### config.mk
export PLATFORM = sky130hd
export DESIGN_NAME = pc_value_table_decoder_unit
export DESIGN_NICKNAME = d
export VERILOG_FILES = /design/src/design/pcvt_pkg.sv /design/src/design/pcvt_front.sv /design/src/design/pcvt_cmd_queue.sv /design/src/design/pcvt_back.sv /design/src/design/pc_value_table_decoder_unit.sv
export VERILOG_INCLUDE_DIRS = /design/src /design/src/design
export SDC_FILE = /design/constraint.sdc
export NUM_CORES = 1
export LEC_CHECK = 0
export BUFFER_PORTS_ARGS = -buffer_cell sky130_fd_sc_hd__buf_2
export CORE_ASPECT_RATIO = 1.4
export CORE_MARGIN = 2
export CORE_UTILIZATION = 45
export CTS_CLUSTER_DIAMETER = 30
export DETAILED_ROUTE_END_ITERATION = 10
export PLACE_DENSITY = 0.64
export SETUP_SLACK_MARGIN = 0.15
export SLEW_MARGIN = 20
export SYNTH_ARGS = -nofsm -noshare
export SYNTH_HDL_FRONTEND = slang
export SYNTH_SLANG_ARGS = --single-unit
### constraint.sdc
create_clock -name i_clk -period 7.8 [get_ports i_clk]
set_clock_uncertainty 0.05 [all_clocks]
set_input_delay 1.56 -clock i_clk [delete_from_list [all_inputs] [get_ports i_clk]]
set_output_delay 1.56 -clock i_clk [all_outputs]
set_load 0.1 [all_outputs]
### src/design/pc_value_table_decoder_unit_assert.svh
// Assertion macros shared by the pc-value table decoder RTL.
// Included by the top level; no other dependencies.
`ifndef PC_VALUE_TABLE_DECODER_UNIT_ASSERT_SVH
`define PC_VALUE_TABLE_DECODER_UNIT_ASSERT_SVH

// Condition must hold at every clock edge outside reset.
`define PCVT_ASSERT_ALWAYS(lbl, clk, rst_n, cond, msg) \
    lbl: assert property (@(posedge clk) disable iff (!rst_n) (cond)) else $error(msg);

// Same-cycle implication.
`define PCVT_ASSERT_IMPL(lbl, clk, rst_n, ante, cons, msg) \
    lbl: assert property (@(posedge clk) disable iff (!rst_n) (ante) |-> (cons)) \
        else $error(msg);

// Next-cycle implication.
`define PCVT_ASSERT_NEXT(lbl, clk, rst_n, ante, cons, msg) \
    lbl: assert property (@(posedge clk) disable iff (!rst_n) (ante) |=> (cons)) \
        else $error(msg);

`endif

### src/design/pcvt_pkg.sv
// Shared types and constants for the pc-value table decoder.
// No dependencies; used by every module of the block.
package pcvt_pkg;

    // Varint coding constants.
    localparam int          GROUP_BITS  = 7;
    localparam int          CONT_BIT    = 7;
    localparam logic [2:0]  MAX_GROUPS  = 3'd5;
    localparam logic [31:0] VALUE_INIT  = 32'hFFFF_FFFF;
    localparam logic [3:0]  SCALE_INIT  = 4'd1;

    // Queue sizes.
    localparam int CMDQ_DEPTH = 4;
    localparam int CMDQ_AW    = $clog2(CMDQ_DEPTH);
    localparam int OUTQ_DEPTH = 4;
    localparam int OUTQ_AW    = $clog2(OUTQ_DEPTH);

    // Input word: one table byte with its framing marks.
    typedef struct packed {
        logic [7:0] table_byte;
        logic       first_byte;
        logic       last_byte;
    } t_in_word;

    // Result word.
    typedef struct packed {
        logic signed [31:0] entry_value;
        logic        [31:0] start_pc;
        logic        [31:0] end_pc;
        logic               finished;
    } t_out_word;

    // Operation carried from the front to the back.
    typedef enum logic [1:0] {
        CMD_NONE  = 2'd0,
        CMD_VALUE = 2'd1,
        CMD_PC    = 2'd2
    } t_cmd_kind;

    typedef struct packed {
        logic        restart;
        t_cmd_kind   kind;
        logic [31:0] delta;
        logic        finish_after;
    } t_cmd;

    // Back-end status seen by the top level.
    typedef struct packed {
        logic second;
        logic outq_full;
    } t_back_status;

endpackage

### src/design/pcvt_front.sv
// Front end: gathers varint groups and issues a command for each completed field, restart or end of table.
// Depends on pcvt_pkg.
module pcvt_front
    import pcvt_pkg::*;
(
    input  logic     i_clk,
    input  logic     i_rst_n,
    input  logic     i_push,
    input  t_in_word i_word,
    input  logic     i_cmd_full,
    output logic     o_cmd_push,
    output t_cmd     o_cmd
);

    logic        r_in_pc_phase, n_in_pc_phase;
    logic [31:0] r_accum,       n_accum;
    logic [2:0]  r_shift,       n_shift;
    logic        r_first_pair,  n_first_pair;
    logic        r_done,        n_done;

    logic        e_phase, e_first_pair, e_done;
    logic [31:0] e_accum;
    logic [2:0]  e_shift;
    logic [4:0]  sh_amt;
    logic [31:0] group_val;
    logic        accept;

    assign accept = i_push && !i_cmd_full;

    // Decode one byte against the table state (restart applied first).
    always_comb begin
        e_phase      = i_word.first_byte ? 1'b0  : r_in_pc_phase;
        e_accum      = i_word.first_byte ? '0    : r_accum;
        e_shift      = i_word.first_byte ? '0    : r_shift;
        e_first_pair = i_word.first_byte ? 1'b1  : r_first_pair;
        e_done       = i_word.first_byte ? 1'b0  : r_done;

        sh_amt    = {2'b00, e_shift} * 5'(GROUP_BITS);
        group_val = {25'd0, i_word.table_byte[GROUP_BITS-1:0]} << sh_amt;

        n_in_pc_phase = e_phase;
        n_accum       = e_accum;
        n_shift       = e_shift;
        n_first_pair  = e_first_pair;
        n_done        = e_done;

        o_cmd.restart      = i_word.first_byte;
        o_cmd.kind         = CMD_NONE;
        o_cmd.delta        = '0;
        o_cmd.finish_after = 1'b0;

        if (!e_done) begin
            if (e_shift < MAX_GROUPS) begin
                n_accum = e_accum | group_val;
                n_shift = e_shift + 3'd1;
            end
            // Last group of a varint closes a field.
            if (!i_word.table_byte[CONT_BIT]) begin
                o_cmd.delta = n_accum;
                n_accum     = '0;
                n_shift     = '0;
                if (!e_phase) begin
                    if (o_cmd.delta == '0 && !e_first_pair) begin
                        n_done             = 1'b1;
                        o_cmd.finish_after = 1'b1;
                    end else begin
                        o_cmd.kind    = CMD_VALUE;
                        n_first_pair  = 1'b0;
                        n_in_pc_phase = 1'b1;
                    end
                end else begin
                    o_cmd.kind    = CMD_PC;
                    n_in_pc_phase = 1'b0;
                end
            end
            // End of table closes it unless a zero delta already did.
            if (i_word.last_byte && !n_done) begin
                n_done             = 1'b1;
                o_cmd.finish_after = 1'b1;
            end
        end

        o_cmd_push = accept && (o_cmd.restart || o_cmd.kind != CMD_NONE
                                || o_cmd.finish_after);
    end

    // Table state registers.
    always_ff @(posedge i_clk) begin
        if (!i_rst_n) begin
            r_in_pc_phase <= 1'b0;
            r_accum       <= '0;
            r_shift       <= '0;
            r_first_pair  <= 1'b1;
            r_done        <= 1'b0;
        end else if (accept) begin
            r_in_pc_phase <= n_in_pc_phase;
            r_accum       <= n_accum;
            r_shift       <= n_shift;
            r_first_pair  <= n_first_pair;
            r_done        <= n_done;
        end
    end

endmodule

### src/design/pcvt_cmd_queue.sv
// Short command queue between the front and the back end.
// Depends on pcvt_pkg.
module pcvt_cmd_queue
    import pcvt_pkg::*;
(
    input  logic i_clk,
    input  logic i_rst_n,
    input  logic i_push,
    input  t_cmd i_cmd,
    output logic o_full,
    input  logic i_pop,
    output logic o_empty,
    output t_cmd o_head
);

    t_cmd             r_mem [CMDQ_DEPTH];
    logic [CMDQ_AW-1:0] r_wp, r_rp;
    logic [CMDQ_AW:0]   r_cnt, n_cnt;
    logic               do_push, do_pop;

    assign o_full  = (r_cnt == (CMDQ_AW+1)'(CMDQ_DEPTH));
    assign o_empty = (r_cnt == '0);
    assign o_head  = r_mem[r_rp];
    assign do_push = i_push && !o_full;
    assign do_pop  = i_pop && !o_empty;

    // Occupancy after this cycle's push and pop.
    always_comb begin
        n_cnt = r_cnt;
        if (do_push && !do_pop) begin
            n_cnt = r_cnt + 1'b1;
        end else if (do_pop && !do_push) begin
            n_cnt = r_cnt - 1'b1;
        end
    end

    // Pointers and occupancy.
    always_ff @(posedge i_clk) begin
        if (!i_rst_n) begin
            r_wp  <= '0;
            r_rp  <= '0;
            r_cnt <= '0;
        end else begin
            r_cnt <= n_cnt;
            if (do_push) begin
                r_wp <= r_wp + 1'b1;
            end
            if (do_pop) begin
                r_rp <= r_rp + 1'b1;
            end
        end
    end

    // Storage.
    always_ff @(posedge i_clk) begin
        if (do_push) begin
            r_mem[r_wp] <= i_cmd;
        end
    end

endmodule

### src/design/pcvt_back.sv
// Back end: applies value and pc deltas and queues the result words.
// Depends on pcvt_pkg.
module pcvt_back
    import pcvt_pkg::*;
(
    input  logic         i_clk,
    input  logic         i_rst_n,
    input  logic [3:0]   i_pc_scale,
    input  logic         i_cmd_empty,
    input  t_cmd         i_cmd,
    output logic         o_cmd_pop,
    output logic         o_empty,
    input  logic         i_pop,
    output t_out_word    o_result,
    output t_back_status o_status
);

    logic [31:0] r_value, n_value;
    logic [31:0] r_pc,    n_pc;
    logic        r_second, n_second;

    t_out_word          r_oq [OUTQ_DEPTH];
    logic [OUTQ_AW-1:0] r_wp, r_rp;
    logic [OUTQ_AW:0]   r_cnt, n_cnt;
    logic               oq_full, oq_pop;

    logic [31:0] e_value, e_pc, prod, zig, end_pc;
    logic        need_wr, step, wr;
    t_out_word   wr_data;

    assign oq_full = (r_cnt == (OUTQ_AW+1)'(OUTQ_DEPTH));
    assign oq_pop  = i_pop && !o_empty;
    assign o_empty = (r_cnt == '0);
    assign o_result = r_oq[r_rp];
    assign o_status.second    = r_second;
    assign o_status.outq_full = oq_full;

    // Execute the head command; a pc entry that also ends the table
    // takes a second step for the finished word.
    always_comb begin
        e_value = i_cmd.restart ? VALUE_INIT : r_value;
        e_pc    = i_cmd.restart ? '0 : r_pc;
        prod    = i_cmd.delta * {28'd0, i_pc_scale};
        zig     = (i_cmd.delta >> 1) ^ {32{i_cmd.delta[0]}};
        end_pc  = e_pc + prod;

        n_value  = r_value;
        n_pc     = r_pc;
        n_second = r_second;
        need_wr  = 1'b0;
        o_cmd_pop = 1'b0;

        wr_data.entry_value = r_value;
        wr_data.start_pc    = r_pc;
        wr_data.end_pc      = r_pc;
        wr_data.finished    = 1'b1;

        if (r_second) begin
            need_wr = 1'b1;
        end else begin
            n_value = e_value;
            n_pc    = e_pc;
            case (i_cmd.kind)
                CMD_VALUE: begin
                    n_value = e_value + zig;
                    need_wr = i_cmd.finish_after;
                    wr_data.entry_value = n_value;
                    wr_data.start_pc    = e_pc;
                    wr_data.end_pc      = e_pc;
                end
                CMD_PC: begin
                    n_pc    = end_pc;
                    need_wr = 1'b1;
                    wr_data.entry_value = e_value;
                    wr_data.start_pc    = e_pc;
                    wr_data.end_pc      = end_pc;
                    wr_data.finished    = 1'b0;
                end
                default: begin
                    need_wr = i_cmd.finish_after;
                    wr_data.entry_value = e_value;
                    wr_data.start_pc    = e_pc;
                    wr_data.end_pc      = e_pc;
                end
            endcase
        end

        step = !i_cmd_empty && (!need_wr || !oq_full);
        wr   = step && need_wr;

        if (step) begin
            if (r_second) begin
                n_second  = 1'b0;
                o_cmd_pop = 1'b1;
            end else if (i_cmd.kind == CMD_PC && i_cmd.finish_after) begin
                n_second = 1'b1;
            end else begin
                o_cmd_pop = 1'b1;
            end
        end
    end

    // Decoder running state.
    always_ff @(posedge i_clk) begin
        if (!i_rst_n) begin
            r_value  <= VALUE_INIT;
            r_pc     <= '0;
            r_second <= 1'b0;
        end else if (step) begin
            r_value  <= n_value;
            r_pc     <= n_pc;
            r_second <= n_second;
        end
    end

    // Result queue occupancy.
    always_comb begin
        n_cnt = r_cnt;
        if (wr && !oq_pop) begin
            n_cnt = r_cnt + 1'b1;
        end else if (oq_pop && !wr) begin
            n_cnt = r_cnt - 1'b1;
        end
    end

    always_ff @(posedge i_clk) begin
        if (!i_rst_n) begin
            r_wp  <= '0;
            r_rp  <= '0;
            r_cnt <= '0;
        end else begin
            r_cnt <= n_cnt;
            if (wr) begin
                r_wp <= r_wp + 1'b1;
            end
            if (oq_pop) begin
                r_rp <= r_rp + 1'b1;
            end
        end
    end

    // Result queue storage.
    always_ff @(posedge i_clk) begin
        if (wr) begin
            r_oq[r_wp] <= wr_data;
        end
    end

endmodule

### src/design/pc_value_table_decoder_unit.sv
// Top level of the pc-value table decoder; instantiates the front end,
// the command queue and the back end. Depends on pcvt_pkg and the assert header.
//
// Decodes an encoded pc-value table fed one byte per word and delivers one
// entry word (value, start pc, end pc) per completed pair, plus a finished
// word when a zero value delta or the last byte ends the table. A byte is
// accepted every cycle while the four-deep command queue has room; a command
// that writes a word waits in the back end for room in the result queue, and a
// pc entry that closes on the table's last byte takes a second step because
// it yields two words. Results leave through a four-deep queue, one per cycle.
// pc_scale may only be written while the block holds no work.
module pc_value_table_decoder_unit
    import pcvt_pkg::*;
(
    input  logic       i_clk,
    input  logic       i_rst_n,
    input  logic       i_push,
    input  t_in_word   i_word,
    output logic       o_full,
    input  logic       i_pop,
    output logic       o_empty,
    output t_out_word  o_result,
    input  logic       i_cfg_we,
    input  logic [3:0] i_cfg_data
);

`include "pc_value_table_decoder_unit_assert.svh"

    logic         r_pc_scale;
    logic [3:0]   r_scale;
    logic         cmd_push, cmd_pop, cmd_empty;
    t_cmd         cmd_in, cmd_head;
    t_back_status back_status;

    // Configuration register.
    always_ff @(posedge i_clk) begin
        if (!i_rst_n) begin
            r_scale <= SCALE_INIT;
        end else if (i_cfg_we) begin
            r_scale <= i_cfg_data;
        end
    end

    // Marks that the scale register has been written at least once.
    always_ff @(posedge i_clk) begin
        if (!i_rst_n) begin
            r_pc_scale <= 1'b0;
        end else if (i_cfg_we) begin
            r_pc_scale <= 1'b1;
        end
    end

    pcvt_front u_front (
        .i_clk      (i_clk),
        .i_rst_n    (i_rst_n),
        .i_push     (i_push),
        .i_word     (i_word),
        .i_cmd_full (o_full),
        .o_cmd_push (cmd_push),
        .o_cmd      (cmd_in)
    );

    pcvt_cmd_queue u_cmd_queue (
        .i_clk   (i_clk),
        .i_rst_n (i_rst_n),
        .i_push  (cmd_push),
        .i_cmd   (cmd_in),
        .o_full  (o_full),
        .i_pop   (cmd_pop),
        .o_empty (cmd_empty),
        .o_head  (cmd_head)
    );

    pcvt_back u_back (
        .i_clk       (i_clk),
        .i_rst_n     (i_rst_n),
        .i_pc_scale  (r_scale),
        .i_cmd_empty (cmd_empty),
        .i_cmd       (cmd_head),
        .o_cmd_pop   (cmd_pop),
        .o_empty     (o_empty),
        .i_pop       (i_pop),
        .o_result    (o_result),
        .o_status    (back_status)
    );

    // A finished word always reports an empty pc range.
    `PCVT_ASSERT_IMPL(a_fin_range, i_clk, i_rst_n, !o_empty && o_result.finished, o_result.start_pc == o_result.end_pc, "finished word with nonempty range")
    // The second step of a command only exists while that command is queued.
    `PCVT_ASSERT_IMPL(a_second_has_cmd, i_clk, i_rst_n, back_status.second, !cmd_empty, "second step without a command")
    // With room in the result queue the second step completes at once.
    `PCVT_ASSERT_NEXT(a_second_done, i_clk, i_rst_n, back_status.second && !back_status.outq_full, !back_status.second, "second step did not complete")
    // Until the first configuration write the scale keeps its reset value.
    `PCVT_ASSERT_IMPL(a_scale_reset, i_clk, i_rst_n, !r_pc_scale, r_scale == SCALE_INIT, "scale changed without a write")

endmodule
After elaboration in Yosys (flattened, before gate mapping)
Memories as Yosys holds them, arrays and structs flattened. A register that Yosys moved wholly into a read port is not among the register bits. Cells that the tools add are included.

Bits in writable memories: 532. Memories kept: 2. Output and inout port bits: 99. Bits of input ports: 19. Register bits after elaboration: 121.

Memories: u_back.r_oq (depth 4, width 97, read ports 1, clocked after memory_dff 1, write ports 1, RTL line pcvt_back.sv:22) `t_out_word r_oq [OUTQ_DEPTH];`; u_cmd_queue.r_mem (depth 4, width 36, read ports 1, clocked after memory_dff 1, write ports 1, RTL line pcvt_cmd_queue.sv:16) `t_cmd r_mem [CMDQ_DEPTH];`.

Equality and inequality tests: 4. Bitwise operators: 3. Shift operators: 1. $lt $le $gt $ge: 1. Multiplexer cells: 57. Add/sub/neg operators: 11. Multipliers: 2. Reductions and logical operators: 35.

Operators with widths (count): 2-to-1 mux 32 bit (9); case mux 96 bit (2 select lines) (1); 2-to-1 mux 97 bit (1); 2-to-1 mux 35 bit (2); adder 32 bit (2); logical NOT 32 bit (1); multiplier 32 x 4 -> 32 bit (1); OR 32 bit (1); left shift 7 x 5 -> 32 bit (1); bitwise XOR 31 x 32 -> 32 bit (1); 2-to-1 mux 1 bit (31); 2-to-1 mux 3 bit (8); logical AND 1 bit (14); logical NOT 1 bit (11); 2-to-1 mux 2 bit (5); adder 3 x 1 -> 3 bit (second input constant) (3); adder 2 x 1 -> 2 bit (second input constant) (4); == test 3 bit (second input constant) (2); logical NOT 3 bit (2); nonzero test 2 bit (3); subtractor 3 x 1 -> 3 bit (second input constant) (2); multiplier 3 x 3 -> 5 bit (second input constant) (1); logical OR 1 bit (3); < comparator 3 bit (second input constant) (1); 4 further kinds (4).

Depth between registers and ports, before layout
Depth in word-level cells: 25. Gate-level depth with buffers: 21. Depth with buffers taken out: 18.

Modules after synthesis
From an unflattened synthesis, not the netlist that was laid out.

Cells, all modules: 2618. Area, all modules: 33776.1 µm².

By module, submodules not included: pcvt_back (area an instance 24740.0 µm², cells an instance 1912, times used 1); pcvt_cmd_queue (area an instance 5731.7 µm², cells an instance 236, times used 1); pcvt_front (area an instance 3156.8 µm², cells an instance 457, times used 1); pc_value_table_decoder_unit (area an instance 147.6 µm², cells an instance 13, times used 1).

Least setup slack after synthesis
OpenSTA, ideal clock, no wires.

Path type: flip-flop to flip-flop. Start: register (tool-made name). End: memory u_back.r_oq[0][31] (netlist name) (data pin). Buffers on the path: 3. Arrival time: 5.742 ns. Slack: 1.723 ns. Cell stages (with the launch flop): 21. Setup time: 0.286 ns. Period minus slack after synthesis: 6.077 ns. Cell sequence: dfxtp_1 buf_4 buf_1 buf_2 mux4_2 and2_1 fa_1 fa_1 inv_1 fa_1 inv_1 ha_1 a21o_1 a21oi_1 o21ai_0 o211ai_1 a31oi_1 a311o_1 a31oi_1 xor2_1 o21ai_0.

RTL lines (RTL line): to (decl) (pcvt_back.sv:22).

==> flow_metrics.py <==
metrics = {
    "run_status": {
        "status": "finished, final reports clean",
    },
    "placed_design": {
        "io_buffers": 117,
        "dp_hpwl_um": 55400,
        "gp_congestion": 0.922,
    },
    "cts": {
        "clockBufferDepth": 3,
        "ctsHoldBuffers": 0,
        "cts_sinks": 657,
        "clockRootBuffer": "clkbuf_16",
        "cts_tree": "done",
        "post_cts_buffers": 0,
        "cts_inserted_buffers": 94,
        "htree_levels": 3,
        "worst_skew_pair.late_latency_ns": 0.67,
        "clk_pin_slew_ns": 0.06,
        "cts.repair.resized": 0,
    },
    "critical_path": {
        "crit_type": "flip-flop to flip-flop",
        "crit_arrival_ns": 6.62,
        "worstPathRequired_ns": 8.18,
        "cp_max_fo": 22,
        "critPathLaunchType": "flip-flop",
        "end_kind": "flip-flop",
    },
    "logic_synthesis": {
        "synth_area_sq_mm": 0.0331,
        "synthArstFlopShare": 0,
        "synth_top_area_cell": "edfxtp_1",
        "ys_warn_count": 0,
        "yosys.area.top_type_share": 0.483,
        "syn_avg_cell_area_sq_um": 13.3,
        "ys_ff_latch": 657,
        "seq_area_frac_synth": 0.559,
        "synth_edf_count": 532,
        "synthTopCellsByArea": "edfxtp_1 (48%), mux4_2 (9.1%), dfxtp_1 (7.6%), fa_1 (5.4%), ha_1 (3.1%)",
        "synthTopCellsByCount": "edfxtp_1 (532), nand2_1 (179), nor2_1 (151)",
        "synthFlopType": "edfxtp_1",
        "yosysMostFrequentCell": "edfxtp_1",
        "synth_fp_nets": 2677,
        "syn_inst": 2487,
        "yosysUniqueCellTypes": 88,
    },
    "floorplanning": {
        "die_w_um": 233,
        "core_sq_mm": 0.0728,
        "start_util": 0.455,
        "fp.dieH_um": 325,
        "ios": 118,
        "die_area_sq_mm": 0.0757,
        "placementRows": 117,
    },
    "drt": {
        "drt_pass1_iterations": 5,
        "wire_per_inst_um": 22.5,
        "drt_iter0_drc": 1545,
        "vias_per_cell": 5.78,
        "wirelength_um": 81700,
        "drc_errors": 0,
        "final_antenna_net_count": 0,
        "dr_total_vias": 21011,
    },
    "layout": {
        "layout-drive-gt1-share": 0.182,
        "diodes": 0,
        "syn_to_final_growth_pct": 15.4,
        "fin_nets": 2794,
    },
    "global_route": {
        "grt_max_degree": 98,
        "grt_pass1_wl_um": 127000,
        "grt_antenna_before_repair": 0,
        "grtUsageTotal": 0.218,
        "grt-ovfl-total": 0,
        "grt_pass1_vias": 21727,
    },
    "sta": {
        "post-route-period-util": 0.800,
        "post-route-min-period_ns": 6.24,
        "maxSlewViolCount": 0,
        "tns_ns": 0,
        "final-setup-viol-count": 0,
        "relSlewSlack": 0.242,
        "worst_slew_pin_slew_ns": 1.14,
        "hold_viol_final": 0,
        "max_freq_mhz": 160,
        "fin_hold_ws_ns": 0.437,
        "rsz0062_at_grt": "no",
    },
    "worst_hold_path": {
        "hp-class": "flip-flop to flip-flop",
    },
    "job": {
        "max_cap_viol_count": 0,
    },
}
==> area by class of cell <==
| class | instances | area [sq um] |
|---|---|---|
| fillers | 5966 | 34600 |
| flip-flops and latches | 657 | 18500 |
| multi-input cells | 1576 | 13600 |
| clock buffers | 113 | 2550 |
| well taps | 952 | 1190 |
| clock inverters | 65 | 925 |
| repair buffers | 151 | 916 |
| inverters | 124 | 465 |
==> final timing paths <==
path,start,endpoint,slack [ns],depth (start not counted)
worst min-delay path,u_front.r_shift[2],u_front.r_shift[2],0.44,2
worst max register to register,flip-flop,u_back.r_oq[3][31],1.56,16
worst max-delay path,flip-flop,u_back.r_oq[3][31],1.56,16
worst min register to register,u_front.r_shift[2],u_front.r_shift[2],0.44,2
==> cells by family (layout without fill, tap and decap cells) <==
family                     after synthesis  in the layout  synth area share
DFF                                    657            657             0.559
and+or+nand+nor                        634            634            0.0952
AOI/OAI and AO/OA                      511            511             0.105
buffers and inverters                  254            453            0.0301
adders and majority gates              171            171            0.0851
muxes                                  159            159            0.0993
xor gates and xnor gates               101            101            0.0270
==> sequential cells by signal, indices dropped and copies added, names as in the netlist, named ones only <==
name                   flops
u_front.r_accum           32
u_back.r_cnt               3
u_front.r_done             1
u_back.r_second            1
u_back.r_pc               32
u_cmd_queue.r_mem        144
u_back.r_oq              388
u_cmd_queue.r_cnt          3
u_cmd_queue.r_wp           2
u_front.r_first_pair       1
u_back.r_rp                2
u_front.r_in_pc_phase      1
u_back.r_wp                2
u_front.r_shift            3
r_scale                    4
u_cmd_queue.r_rp           2
u_back.r_value            32
==> metal layers <==
| metal | track usage | vias to the layer above | wire length (um) |
|---|---|---|---|
| li1 | - | 9559 | - |
| met1 | 0.275 | 10700 | 33400 |
| met2 | 0.379 | 629 | 41900 |
| met3 | 0.0275 | 123 | 3710 |
| met4 | 0.0864 | 0 | 2680 |
| met5 | 0 | - | 0 |
==> through the flow <==
| step | area, sq um | worst slack [ns] | cells | util |
|---|---|---|---|---|
| after floorplan | 33100 | 1.72 | 2487 | - |
| after global placement | 34700 | 1.70 | 3460 | 0.477 |
| after detailed placement | 34700 | 1.60 | 3460 | 0.477 |
| after CTS | 38200 | 1.55 | 3638 | 0.524 |
| after global routing | 38200 | 1.05 | 3638 | 0.525 |
| final | 38200 | 1.56 | 3638 | 0.525 |
==> layout by cell type (no fill, tap or decap), types with 96 or more instances in the layout <==
cell and instances:
dfxtp_1 120, buf_2 117, o21ai_0 116, clkbuf_16 96, edfxtp_1 532, a21oi_1 119, nand2_1 179, nor2_1 149
inv_1 121, mux4_2 134, and2_1 104
==> critical path, cell delays in order, from the launching register on <==
cell and delay, ns:
dfxtp_2 0.86, mux4_2 0.85, nand2_1 0.18, fa_1 0.45, fa_1 0.41, fa_1 0.54, inv_1 0.04, ha_1 0.34
a21o_1 0.18, a21oi_1 0.23, a21oi_1 0.19, o211ai_1 0.41, a31oi_1 0.23, a311o_1 0.39, a31oi_1 0.19, xor2_1 0.09
o21ai_0 0.35
Power is not shown: default switching activity piles up to over one toggle a cycle in this logic, so the estimate is an artifact.
